`src/design/rbs_pkg.sv`:
```
// rbs_pkg: types, codes and the key function shared by the record sort core
// and its table cells. No dependencies.
// The record cell and the top level both take everything by scoped name.
package rbs_pkg;

  localparam int TABLE_DEPTH_DEF = 64;

  // sort key modes
  localparam logic [1:0] MODE_INVALID = 2'd0;
  localparam logic [1:0] MODE_NAME    = 2'd1;
  localparam logic [1:0] MODE_DATE    = 2'd2;
  localparam logic [1:0] MODE_ID      = 2'd3;

  // result status codes
  localparam logic [1:0] STATUS_OK     = 2'd0;
  localparam logic [1:0] STATUS_EMPTY  = 2'd1;
  localparam logic [1:0] STATUS_BADKEY = 2'd2;

  localparam logic OP_LOAD = 1'b0;
  localparam logic OP_SORT = 1'b1;

  typedef struct packed {
    logic        operation;
    logic [9:0]  record_id;
    logic [63:0] name_prefix;
    logic [4:0]  day_of_month;
    logic [3:0]  month_number;
    logic [11:0] year_number;
  } req_t;

  typedef struct packed {
    logic [1:0]  status;
    logic [9:0]  out_id;
    logic [63:0] out_name;
    logic [4:0]  out_day;
    logic [3:0]  out_month;
    logic [11:0] out_year;
    logic        last_flag;
  } rsp_t;

  typedef struct packed {
    logic [9:0]  id;
    logic [63:0] name;
    logic [4:0]  day;
    logic [3:0]  month;
    logic [11:0] year;
  } rec_t;

  typedef enum logic [1:0] {
    CELL_HOLD,
    CELL_LOAD,
    CELL_SWAP,
    CELL_ROTATE
  } cell_op_t;

  typedef struct packed {
    cell_op_t   op;
    logic       parity;
    logic [1:0] mode;
  } cell_ctrl_t;

  // name bytes after the first zero byte do not take part in the order
  function automatic logic [63:0] sort_key(rec_t r, logic [1:0] mode);
    logic [63:0] canon;
    logic        keep;
    canon = '0;
    keep  = 1'b1;
    for (int k = 7; k >= 0; k--) begin
      if (keep) canon[8*k +: 8] = r.name[8*k +: 8];
      if (r.name[8*k +: 8] == 8'd0) keep = 1'b0;
    end
    case (mode)
      MODE_NAME: sort_key = canon;
      MODE_DATE: sort_key = {43'd0, r.year, r.month, r.day};
      default:   sort_key = {54'd0, r.id};
    endcase
  endfunction

endpackage

```
`src/design/rbs_cell.sv`:
```
// rbs_cell: one table slot of the record sort core. Holds one record, takes it
// from the load port, and trades it with its neighbors for odd-even sort phases and rotation.
// Depends on rbs_pkg.
module rbs_cell #(
  parameter int TABLE_DEPTH = rbs_pkg::TABLE_DEPTH_DEF,
  parameter int CELL_INDEX  = 0,
  localparam int CNT_W      = $clog2(TABLE_DEPTH + 1)
) (
  input  logic               clk,
  input  rbs_pkg::cell_ctrl_t ctrl,
  input  logic [CNT_W-1:0]   count,
  input  rbs_pkg::rec_t      load_rec,
  input  rbs_pkg::rec_t      head_rec,
  input  rbs_pkg::rec_t      left_rec,
  input  logic               left_swap,
  input  rbs_pkg::rec_t      right_rec,
  output rbs_pkg::rec_t      rec,
  output logic               swap_right
);

  localparam logic IDX_PAR = 1'(CELL_INDEX % 2);

  logic has_right;
  logic is_tail;

  assign has_right = CNT_W'(CELL_INDEX + 1) < count;
  assign is_tail   = CNT_W'(CELL_INDEX + 1) == count;

  // this cell is left of the pair with its right neighbor
  assign swap_right = has_right &&
      (rbs_pkg::sort_key(rec, ctrl.mode) > rbs_pkg::sort_key(right_rec, ctrl.mode));

  always_ff @(posedge clk) begin
    unique case (ctrl.op)
      rbs_pkg::CELL_LOAD: begin
        if (count == CNT_W'(CELL_INDEX)) rec <= load_rec;
      end
      rbs_pkg::CELL_SWAP: begin
        if (IDX_PAR == ctrl.parity) begin
          if (swap_right) rec <= right_rec;
        end else if (left_swap) begin
          rec <= left_rec;
        end
      end
      rbs_pkg::CELL_ROTATE: begin
        if (is_tail) rec <= head_rec;
        else if (has_right) rec <= right_rec;
      end
      default: ;
    endcase
  end

endmodule

```
`config.mk`:
```
export PLATFORM = sky130hd
export DESIGN_NAME = rbs_cell
export DESIGN_NICKNAME = d
export VERILOG_FILES = /design/src/design/rbs_pkg.sv /design/src/design/rbs_cell.sv
export SDC_FILE = /design/constraint.sdc
export NUM_CORES = 1
export LEC_CHECK = 0
export BUFFER_PORTS_ARGS = -buffer_cell sky130_fd_sc_hd__clkbuf_2
export CAP_MARGIN = 20
export CORE_AREA = 2 2 190 192
export CTS_CLUSTER_DIAMETER = 40
export DETAILED_ROUTE_END_ITERATION = 7
export DIE_AREA = 0 0 192 194
export PLACE_DENSITY_LB_ADDON = 0.08
export SLEW_MARGIN = 20
export SYNTH_ARGS = -nofsm -noshare
export SYNTH_HDL_FRONTEND = slang
export SYNTH_SLANG_ARGS = --single-unit
export TNS_END_PERCENT = 5
```
`constraint.sdc`:
```
create_clock -name clk -period 15.9 [get_ports clk]
set_input_delay 0.795 -clock clk [delete_from_list [all_inputs] [get_ports clk]]
set_output_delay 0.795 -clock clk [all_outputs]
set_load 0.005 [all_outputs]
```
==> results_dict.tcl <==
set metrics [dict create \
    drc 0 \
    p_switching_uw 295 \
    avgRoutedWirePerCell_um 22.8 \
    fmaxAchievable_mhz 151 \
    pwr-share-comb_pct 33.9 \
    cp.buffers_inverters 5 \
    cpLargestDelayFamily "simple AND/OR/NAND/NOR gates" \
    cts_tree "done" \
    post_cts.repair.setup_buffers 0 \
    cts_root_buffer "clkbuf_16" \
    ys_top_cells_by_count "nand2_1, a211oi_1, a31oi_1" \
    initial_core_util_pct 27.8 \
    drv_slew 0 \
    nets 2066 \
    die_area_um2 37200 \
    min_path_type "in -> reg" \
    synthCells 1184 \
    worst_slew_pin_slew_ns 1.04 \
    postCtsHoldBufs 0 \
    synth-seq-cells 95 \
    grt_pass1_wl_mm 68.3 \
    startpoint "ctrl[0]" \
    synth_warnings 0 \
    clkPwrFrac_pct 26.6 \
    dieWidth_um 192 \
    largest_reg_flops 95 \
    path_max_fanout 70 \
    clkSinkCount 95 \
    place_inst 2056 \
    cts_made_buffers 9 \
    synthesis.nets 1644 \
    largestRegisters "rec: 95 flops" \
    reg2reg_slack_ns 10.20 \
    synth_flop_cell "edfxtp_1" \
    drv_cap 0 \
    rows 69 \
    synth_edf_count 95 \
    slew_headroom_pct 30.4 \
    core-area_um2 35200 \
    fin_crit_sh_pct 41.7 \
    p_per_area_nw_per_um2 66.8 \
    ios 490 \
    ant_nets 0 \
    synth_async_sr_flop_share_pct 0 \
    synthTopCellsByArea "edfxtp_1, nand2_1, mux2_2" \
    io_buffers 489 \
    outcome "complete, no violations" \
    seqPwrFrac_pct 39.5 \
    synth.most_common_cell "nand2_1" \
    cts_max_path_buffers 2 \
    overflow 0 \
    die_h_um 194 \
    final_util_pct 36.4 \
    crit_type "in -> reg" \
    slowest_delay_ns 0.83 \
    hpwlAfterDp_mm 37.4 \
    drive_above_1_share_pct 38.3 \
    setup-tns-final_ns 0 \
    drt-initial-drc-count 742 \
    antenna_found_initial 5 \
    startpoint_type "input port" \
    grt_pass1_vias 10800 \
    worst_r2r_startpoint "rec[70]$_DFFE_PP_" \
    cp.required_ns 15.89 \
    grt_use_total_pct 24.6 \
    finClkSkew_ns 0.0132 \
    p_leak_uw 0.00563 \
    synth_top_cell_by_area "edfxtp_1" \
    slowest_stage "buf_4" \
    syn-cell-area_um2 9800 \
    place.gp.congestion 0.909 \
    path_cells "clkbuf_2 -> inv_1 -> ha_1 -> inv_1 -> nand2_1 -> nor2_1 -> inv_1 -> a21oi_1 -> nand2_1 -> ha_1 -> and4_1 -> nor4bb_1 -> nand3_1 -> or4_1 -> a31oi_1 -> nor4b_1 -> o31ai_4 -> buf_4" \
    finalSetupViolCount 0 \
    syn2layout_area_growth_pct 31.0 \
    cts.clk_slew.worst_paths_ns 0.08 \
    min-delay-start "load_rec[75]" \
    hold_viol 0 \
    min_period_ns 6.63 \
    top_register "rec" \
    ir_drop_v 0.0000554 \
    ctsResizeCount 0 \
    fin_cells 2076 \
    crit_top_cell "inv_1" \
    cp-end-kind "register" \
    viasPerCell 5.31 \
    avgSynthCellArea_um2 8.28 \
    ys_types 45 \
    dr.pass1.iters 5 \
    htree_levels 3 \
    crit_arrival_ns 6.62 \
    switching_share_pct 34.4 \
    p_int_uw 562 \
    synth.top_cell.area_share_pct 29.1 \
    vias 11000 \
    wl_mm 47.3 \
    seq_area_frac_synth_pct 29.1 \
    rsz0062_at_grt "no" \
    clk_latency_ns 0.36 \
    grt_max_degree 79 \
]
[cells by family (layout without fill, tap and decap cells)]
logic type / Yosys count / count (layout) / share of synthesized area (%)
fa+ha+maj: 66 / 66 / 8.43
xor+xnor: 1 / 1 / 0.0894
buf+inv: 97 / 524 / 4.65
simple gates: 518 / 518 / 25.0
mux: 95 / 95 / 10.9
flops: 95 / 95 / 29.1
compound gates: 312 / 312 / 21.8
other cells: 0 / 4 / 0
[power groups by stage]
| stage | registers [uW] | logic (uW) | clock network, uW |
|---|---|---|---|
| finish | 338 | 290 | 228 |
| global route | 341 | 322 | 246 |
| CTS | 338 | 293 | 236 |
| detailed placement | 344 | 290 | 0 |
| global placement | 344 | 291 | 0 |
| floorplan | 338 | 148 | 0 |
[metal layers]
metal | part of all wire (%) | vias up | track usage, %
li1 | - | 5283 | -
met2 | 44 | 429 | 37.5
met4 | 1.8 | 4 | 5.82
met5 | 0.049 | - | 0
met3 | 7.5 | 46 | 5.05
met1 | 47 | 5266 | 35.4
[final timing paths]
path	to	cells past startpoint
min reg2reg	rec[58]$_DFFE_PP_	9
max reg2reg	rec[0]$_DFFE_PP_	14
min	rec[75]$_DFFE_PP_	2
max	rec[0]$_DFFE_PP_	18
[per-stage QoR]
stage / area (um2) / power, uW / worst slack (ns) / hold WS [ns]
after detailed placement: 12500 / 634 / 8.93 / 1.10
after CTS: 12800 / 867 / 9.32 / 0.710
after global routing: 12800 / 909 / 8.85 / 0.722
after floorplan: 9800 / 486 / 4.45 / 1.01
final: 12800 / 857 / 9.27 / 0.729
after global placement: 12500 / 635 / 9.16 / 1.10
[cells in the final DEF, fill, tap and decap left out, types with 4 or more instances in the layout]
cell	count
clkbuf_16	9
and2_1	29
a211oi_1	97
clkbuf_2	486
buf_4	13
a31oi_1	96
nor3_1	5
nand4_1	10
a22oi_1	20
nor2_1	28
ha_1	66
a22o_1	11
o21ai_0	20
nor2b_1	95
and3_1	16
inv_1	7
a21oi_1	40
edfxtp_1	95
mux2_2	95
nand2_1	285
nand3_1	10
nor4_1	29
diode_2	4
a32oi_1	8
[final cells by class]
cell class	instances	area, um2
inverter	7	26.3
antenna	4	10.0
sequential	95	2850
multi-input combinational	992	6530
fill	3789	22400
clock buffer	9	225
tap	461	577
timing repair buffer	501	2550
clock inverter	7	63.8
(Power assumes the default switching activity.)
